<file path="config.mk">
export PLATFORM = sky130hd
export DESIGN_NAME = mcd_ram
export DESIGN_NICKNAME = d
export VERILOG_FILES = /design/src/mcd_ram.sv
export SDC_FILE = /design/constraint.sdc
export NUM_CORES = 1
export LEC_CHECK = 0
export BUFFER_PORTS_ARGS = -buffer_cell sky130_fd_sc_hd__buf_2
export CAP_MARGIN = 25
export CORE_MARGIN = 4
export CORE_UTILIZATION = 60
export CTS_CLUSTER_SIZE = 10
export DETAILED_ROUTE_END_ITERATION = 10
export GPL_TIMING_DRIVEN = 0
export PLACE_DENSITY = 0.77
export SLEW_MARGIN = 10
export SYNTH_ARGS = -nofsm -noshare
export SYNTH_HDL_FRONTEND = slang
export SYNTH_SLANG_ARGS = --single-unit
export TNS_END_PERCENT = 30
</file>
<file path="constraint.sdc">
create_clock -name clk -period 4.5 [get_ports clk]
set_input_delay 0.45 -clock clk [delete_from_list [all_inputs] [get_ports clk]]
set_output_delay 0.45 -clock clk [all_outputs]
set_load 0.02 [all_outputs]
</file>
<file path="src/mcd_ram.sv">
`default_nettype none
// ----------------------------------------------------------------------------
// mcd_ram
// Simple dual-port RAM: one write port, one read port, registered read data.
// ----------------------------------------------------------------------------
module mcd_ram #(
    parameter int WIDTH = 8,
    parameter int DEPTH = 16,
    parameter int ADDR_W = (DEPTH > 1) ? $clog2(DEPTH) : 1
) (
    input  wire logic              clk,
    input  wire logic              wr_en,
    input  wire logic [ADDR_W-1:0] wr_addr,
    input  wire logic [WIDTH-1:0]  wr_data,
    input  wire logic              rd_en,
    input  wire logic [ADDR_W-1:0] rd_addr,
    output logic      [WIDTH-1:0]  rd_data
);

    logic [WIDTH-1:0] mem [DEPTH];

    always_ff @(posedge clk)
    begin
        if (wr_en)
        begin
            mem[wr_addr] <= wr_data;
        end
        if (rd_en)
        begin
            rd_data <= mem[rd_addr];
        end
    end

endmodule
`default_nettype wire

</file>
==> results.md, run 1 <==
- STA puts the critical path data arrival time at 2040 ps.
- The dominant cell type by count on the critical path is sky130_fd_sc_hd__buf_2.
- Input and output buffers added on the ports amount to 25.
- In the detailed route, the total length drawn on met2 is 4930 um.
- The root buffer cell chosen for the clock tree is sky130_fd_sc_hd__clkbuf_8.
- The count of buffering cells on the critical path with inverters included is 2.
- The floorplan core area is 8340 sq um.
- For the final database, setup skew stands at 6.98 ps.
- For the worst flop-to-flop path, the logic depth is 3.
- Traced cell by cell, the critical path runs through buf_2 -> or3b_2 -> nor3_1 -> buf_2.
- Among all stages on the critical path, the largest delay is contributed by sky130_fd_sc_hd__nor3_1.
- The post-synthesis register bit count is 136.
- The flow ran to the end, and the final reports show no timing, DRC or antenna violations.
- For this design the static power due to leakage is 2.04 nW.
- After global routing the overflow that remains totals 0.
- At the end of routability-driven placement, the weighted congestion stood at 0.697.
- The tightest min-delay check is of the in -> reg type.
- In the final routed layout, each cell accounts on average for 25.2 um.
- The data required time of the critical path is 4730 ps.
- The effective utilization at floorplan is 62.7%.
- The clock sink count is 136.
- The worst slew margin relative to its limit is 39.7%.
- The die is 101 um tall.
- The horizontal die dimension is 101 um.
- For this run, the register share of the synthesized area comes to 78.1%.
- The number of failing hold endpoints at the final stage is 0.
- At the pin with the least slew margin, the transition time is 898 ps.
- After clock tree synthesis, the clock-pin slew on the worst setup and hold paths is 60 ps.
- The warning count from the yosys run is 0.
- The hold slack is 272 ps.
- The biggest area contributor in the post-synthesis netlist is sky130_fd_sc_hd__edfxtp_1.
- The routed layout has 2539 vias.
- The netlist area before placement is 5230 sq um.
- The kind of cell with the highest combined delay along the critical path is simple AND/OR/NAND/NOR gates.
- IR analysis of the VDD net gives a maximum drop of 335 uV.
- The first-pass GRT wire length is 15300 um.
- The total power divided by cell area is 470 nW/um^2.
- In the final layout, the share of cells above drive strength 1 is 30.1%.
- The length of routed met3 wiring is 954 um.
- The type of destination of the critical path is a flip-flop.
- The tool flagged a number of max-cap violations equal to 0.
- The worst setup path is launched from an input pin.
- The final sum of negative setup slack is 0 ps.
- The clock tree from TritonCTS is yes.
- The critical path's largest stage delay is 640 ps.
- The number of cells upsized or downsized after cts is 0.
- The number of logic stages on the critical path including buffering is 4.
- The number of hold buffers added after cts is 0.
- The via count of the first global-routing pass came to 2539.
- The overall fraction of global-route tracks in use is 21.6%.
- After layout, the design draws a total of 0.00285 W.
- By area the synthesized netlist is led by sky130_fd_sc_hd__edfxtp_1, sky130_fd_sc_hd__mux4_2, sky130_fd_sc_hd__mux4_1.
- After layout, the minimum clock period comes to 1810 ps.
- The final critical path takes up 40.3% of the cycle.
- The mean instance size in the synthesized netlist is 22.8 sq um.
- The clock latency of the later-clocked register in the worst-skew pair is 520 ps.
- The biggest fanout along the worst timing path is 5.
- The final-report setup violation count is 0.
- The area growth from synthesis to layout is 15.8%.
- The critical path in this run is classified as in -> reg.
- The uppermost layer routed is met4.
- Entering global routing, the biggest net connects 17 pins.
- In the post-route analysis, the smallest setup slack over all paths is 2690 ps.
- The floorplan step defined a die boundary enclosing 10300 sq um.
- The HPWL after detailed placement is 6250 um.
- The count of nets left with antenna violations once routing finished came out at 0.
- After clock tree synthesis, the setup repair step added 0 buffers.
- The floorplan has 33 rows.
- Setup repair after global routing left no endpoint under its margin.
- For this run, the share of the core covered by cells in the final layout is 72.6%.
- The H-tree depth is 4.
- Counting instances, the worst hold path has a depth of 1.
- The detailed router put a total of 3850 um of wire on met1.
- Before antenna repair, the detailed router went through 5 iterations.
- The count of fill cells added during filler insertion is 480.
- The CTS buffer count is 17.
- The final layout contains routed wiring with a total length of 9930 um.
- Based on the critical path, the design can be clocked at up to 551 MHz.
- 0 antenna diodes ended up in the layout.
- The count of distinct cell types in the synthesized netlist is 18.
- The number of nets handed over by synthesis was 248.
- OpenSTA, run right after detailed placement, puts the worst setup slack at 2180 ps.
- After detailed routing, the number of remaining DRC violations is 0.
- After the first detailed-routing iteration, the DRC count stood at 242.
- The initial antenna violation count is 0.
- Summed over its instances, the top area cell type makes up 78.1% of the synthesized netlist area.
- The number of nets in the finished design is 296.
- Synthesis produced 229 cells.
- The count of boundary I/O pins is 27.
- The clock passes through at most 2 buffers.
- Dividing the detail-routed via count by the number of cells gives 6.44.
- The final max-slew violation count came to 0.
## cell usage in the layout (no fill, tap or decap), drive strengths merged, types with 2 or more instances in the layout
cell,n
clkdlybuf4s25,3
clkbuf,17
clkinv,8
edfxtp,136
nor3,4
nor2,13
buf,36
nand2,9
bufinv,2
nand3b,2
a22oi,16
nand2b,2
clkinvlp,4
mux4,32
## logic make-up (layout without fill, tap and decap cells)
family                 Yosys count  in the layout  synth area share [%]
AND/OR/NAND/NOR                 35             35                  3.14
flip-flops                     136            136                  78.1
AO/OA/AOI/OAI                   16             16                  2.30
buffers and inverters           10             70                  1.65
multiplexers                    32             32                  14.8
## area by class of cell
cell class / count / area, sq um / area share (%)
tap: 105 / 131 / 2.17
timing repair buffer: 29 / 145 / 2.40
buffer: 10 / 86.3 / 1.43
clock inverter: 14 / 135 / 2.23
sequential: 136 / 4080 / 67.5
multi-input combinational: 83 / 1060 / 17.5
clock buffer: 17 / 414 / 6.84
## per-layer routing
metal  track usage, %  up-vias
li1                 -     1087
met1             30.8     1269
met2             32.5      158
met3             6.75       25
met4             7.06        0
met5                0        -
## worst paths after layout
kind	slack, ps	endpoint	start
setup / recovery	2690	mem[0][2]	wr_addr[2]
hold / removal	270	rd_data[2]	rd_en
setup reg to reg	2940	rd_data[0]	mem[5][0]
hold reg to reg	780	rd_data[1]	mem[8][1]
## sequential cells by signal, indices dropped and copies added (netlist names)
| register | cells |
|---|---|
| mem | 128 |
| rd_data | 8 |
## cell usage after synthesis (all sizes together)
cell type / instances
a22oi: 16
and2: 1
and2b: 1
buf: 7
clkdlybuf4s25: 3
edfxtp: 136
mux4: 32
nand2: 9
nand2b: 2
nand3: 1
nand3b: 2
nor2: 13
nor2b: 1
nor3: 4
or3b: 1
## per-stage QoR
stage          area [sq um]  std cells
6_report               6050        394
5_1_grt                6050        394
4_1_cts                6050        394
3_5_place_dp           5500        363
3_3_place_gp           5480        359
2_1_floorplan          5230        229
## worst register-to-register path, stage by stage, from the launching register on
cell and delay, ps:
sky130_fd_sc_hd__edfxtp_1 360, sky130_fd_sc_hd__mux4_1 570, sky130_fd_sc_hd__a22oi_1 230, sky130_fd_sc_hd__nand2_1 140
## power breakdown
part	leakage [nW]	internal (W)	switching, W
Clock	0.260	0.000776	0.000494
Sequential	1.24	0.00143	0.00000689
Combinational	0.540	0.0000554	0.0000849
Note: power is estimated with default switching activity, not from simulation.
==> inputs of run 2 (changes only) <==
CORE_UTILIZATION = 54   (was 60)
PLACE_DENSITY = 0.73   (was 0.77)
clock period = 1.5 ns   (was 4.5 ns; I/O delays follow)
==> run 2 against run 1 <==
  * First-iteration DRC count down 11%
  * Worst setup slack got worse by 2700 ps
  * Sequential cell count stayed put
  * Core utilization decreased by 7.2 points
  * Largest cell class unchanged
  * Routed wire length shrank 1.9%
  * Total power rose to 3.0 times the previous value
  * Clock power grew to 2.9 times the previous value
  * Critical path type is now reg -> reg
  * Global-route usage shrank 2.7 points
  * Via count shrank 3.9%
==> results.md, run 2 (synthesis gave the netlist of run 1 again) <==
- The root cell of the clock tree was sky130_fd_sc_hd__clkbuf_8 (unchanged).
- The switching fraction of total power came to 19.9% (was 20.6%).
- The number of iterations in the first detailed-routing pass came to 6 (was 5).
- The register-to-register path setup slack is 20 ps (was 2940 ps).
- The H-tree depth is 4 (unchanged).
- The worst clock skew is 13.1 ps (was 6.98 ps).
- The clock sink count is 136 (unchanged).
- The clock tree from TritonCTS is yes (unchanged).
- The utilization of the core after routing is 65.4% (was 72.6%).
- Derived from the worst setup path, the maximum achievable clock frequency is 675 MHz.
- The total power divided by cell area came to 1390 nW/um^2 (was 470 nW/um^2).
- The data required time of the critical path was 1740 ps (was 4730 ps).
- Top Registers: mem (128), rd_data (8) (unchanged).
- The total grt overflow was 0 (unchanged).
- The largest vdd supply drop is 936 uV (was 335 uV).
- The kind of critical path is reg -> reg (was in -> reg).
- The total inserted antenna cells is 0 (unchanged).
- Leading cell types in the layout, fill and taps excluded: sky130_fd_sc_hd__edfxtp_1, sky130_fd_sc_hd__buf_2, sky130_fd_sc_hd__mux4_2 (unchanged).
- Run status: completed (unchanged).
- The share of the clock period used by the worst path after layout is 98.7%.
- The internal power consumption is 0.00678 W (was 0.00226 W).
- The count of boundary I/O pins came to 27 (unchanged).
- The final weighted congestion in routability-driven placement is 0.729 (was 0.697).
- The DRC violations left is 0 (unchanged).
- The flip-flop count of the largest register after layout is 128 (unchanged).
- The horizontal die dimension was 106 um (was 101 um).
- The initial antenna violation count is 0 (unchanged).
- The overall routed net length is 9740 um (was 9930 um).
- The worst slew margin relative to its limit is 43.6% (was 39.7%).
- The effective utilization at floorplan is 56.0% (was 62.7%).
- The post-synthesis to final-layout area growth is 16.6% (was 15.8%).
- Unrepaired setup endpoints after global routing: false (unchanged).
- The CTS buffer count came to 17 (unchanged).
- The final-report setup violation count is 0 (unchanged).
- The clock transition at the registers of the reported paths is 60 ps (about the same).
- The number of vias per cell after detailed routing is 5.83 (was 6.44).
- The worst setup timing slack at the placement stage is -358 ps (was 2180 ps).
- The count of buffers from port buffering is 25 (unchanged).
- The maximum number of buffers from clock root to sink is 2 (unchanged).
- The total design power is 0.00846 W (was 0.00285 W).
- The type of the worst min-delay path is in -> reg (unchanged).
- The floorplan core area came to 9330 sq um (was 8340 sq um).
- The via count of the routed design is 2439 (was 2539).
- The static leakage is 2.03 nW (was 2.04 nW).
- The max capacitance violation total is 0 (unchanged).
- The overall fraction of global-route tracks in use came to 18.9% (was 21.6%).
- The proportion of power drawn by the clock network is 44.1% (was 44.6%).
- The critical path data arrival time is 1720 ps (was 2040 ps).
- The type of destination of the critical path is a flip-flop (unchanged).
- The worst-margin pin slew is 843 ps (was 898 ps).
- The net load switching power is 0.00169 W (was 0.000586 W).
- The final max-slew violation count is 0 (unchanged).
- The most common cell after layout, fill and taps aside is sky130_fd_sc_hd__edfxtp_1 (unchanged).
- The number of buffers inserted to repair setup after CTS is 0 (unchanged).
- The detailed-placement wirelength estimate is 6210 um (was 6250 um).
- The launching element type of the critical path is a flip-flop (was input pin).
- The number of nets with antenna violations after detailed routing was 0 (unchanged).
- The worst path setup slack after routing is 19.6 ps (was 2690 ps).
- The via count of the first global-routing pass was 2478 (was 2539).
- The area of the die is 11300 sq um (was 10300 sq um).
- The number of DRC violations after detailed-routing iteration 0 is 216 (was 242).
- The sequential power share is 50.8% (was 50.4%).
- The final sum of negative setup slack is 0 ps (unchanged).
- The first-pass GRT wire length came to 15000 um (was 15300 um).
- The biggest fanout along the worst timing path is 1 (was 5).
- The number of failing hold endpoints at the final stage is 0 (unchanged).
- The routed wire length per instance came to 23.3 um (was 25.2 um).
- The chip height was 106 um (was 101 um).
- Counting I/O delays and the setup requirement, the final critical path takes 1480 ps.
- The register with the most flip-flops is mem (unchanged).
- The number of nets in the finished design is 296 (unchanged).
- The part of the total power dissipated in combinational logic is 5.1% (was 4.9%).
- The clock latency of the later-clocked register in the worst-skew pair is 510 ps (was 520 ps).
- The row count was 35 (was 33).
- The maximum number of pins on one net before global-route repair was 17 (unchanged).
- The share of cells above drive strength 1 is 31.1% (was 30.1%).
==> run 2: cell types whose count changed in the layout (fill, tap and decap cells not counted), sizes merged <==
cell         previous run  this run
buf                    36        35
clkbuf                 17        20
clkinvlp                4         1
dlygate4sd3             0         1
==> run 2: stage by stage <==
| step | cells | area, sq um | hold WS [ps] |
|---|---|---|---|
| detailed placement | 386 | 5540 | 497 |
| global route | 418 | 6100 | 41.1 |
| finish | 418 | 6100 | 42.6 |
| CTS | 418 | 6100 | 24.3 |
| global placement | 383 | 5520 | 490 |
| floorplan | 229 | 5230 | 249 |
==> run 2: critical path, stage by stage (launching register included) <==
cell and delay, ps:
sky130_fd_sc_hd__edfxtp_1 380, sky130_fd_sc_hd__mux4_1 520, sky130_fd_sc_hd__a22oi_2 230, sky130_fd_sc_hd__nand2_1 90
==> run 2: final timing paths <==
path,from,to,cells past startpoint
min,wr_data[6],mem[5][6],1
max reg2reg,mem[2][0],rd_data[0],3
max,mem[2][0],rd_data[0],3
min reg2reg,mem[8][2],rd_data[2],3
==> run 2: metal layers <==
metal | vias up | GRT usage, % | part of all wire (%)
li1 | 1080 | - | -
met1 | 1255 | 26.0 | 43
met2 | 89 | 30.0 | 51
met3 | 15 | 4.68 | 4.7
met4 | 0 | 6.38 | 1.4
met5 | - | 0 | 0
==> run 2: power groups by stage <==
stage                     Clock, W  Sequential, W  Combinational, W
after global routing       0.00395        0.00431          0.000466
after floorplan                  0        0.00440          0.000216
after global placement           0        0.00437          0.000409
after CTS                  0.00376        0.00430          0.000432
after detailed placement         0        0.00438          0.000421
final                      0.00373        0.00430          0.000432
==> run 2: timing repair <==
item	CTS	global route
setup endpoints to repair	4	3
hold buffers	1	0
endpoints found under the hold margin	8	0
gates resized for setup	4	3
pin swaps	1	0
==> run 2: area by class of cell <==
| type | instances | area [sq um] |
|---|---|---|
| Clock buffer | 20 | 425 |
| Timing Repair Buffer | 29 | 153 |
| Buffer | 10 | 86.3 |
| Multi-Input combinational cell | 83 | 1080 |
| Sequential cell | 136 | 4080 |
| Clock inverter | 11 | 108 |
| Tap cell | 129 | 161 |
| Fill cell | 606 | 3230 |
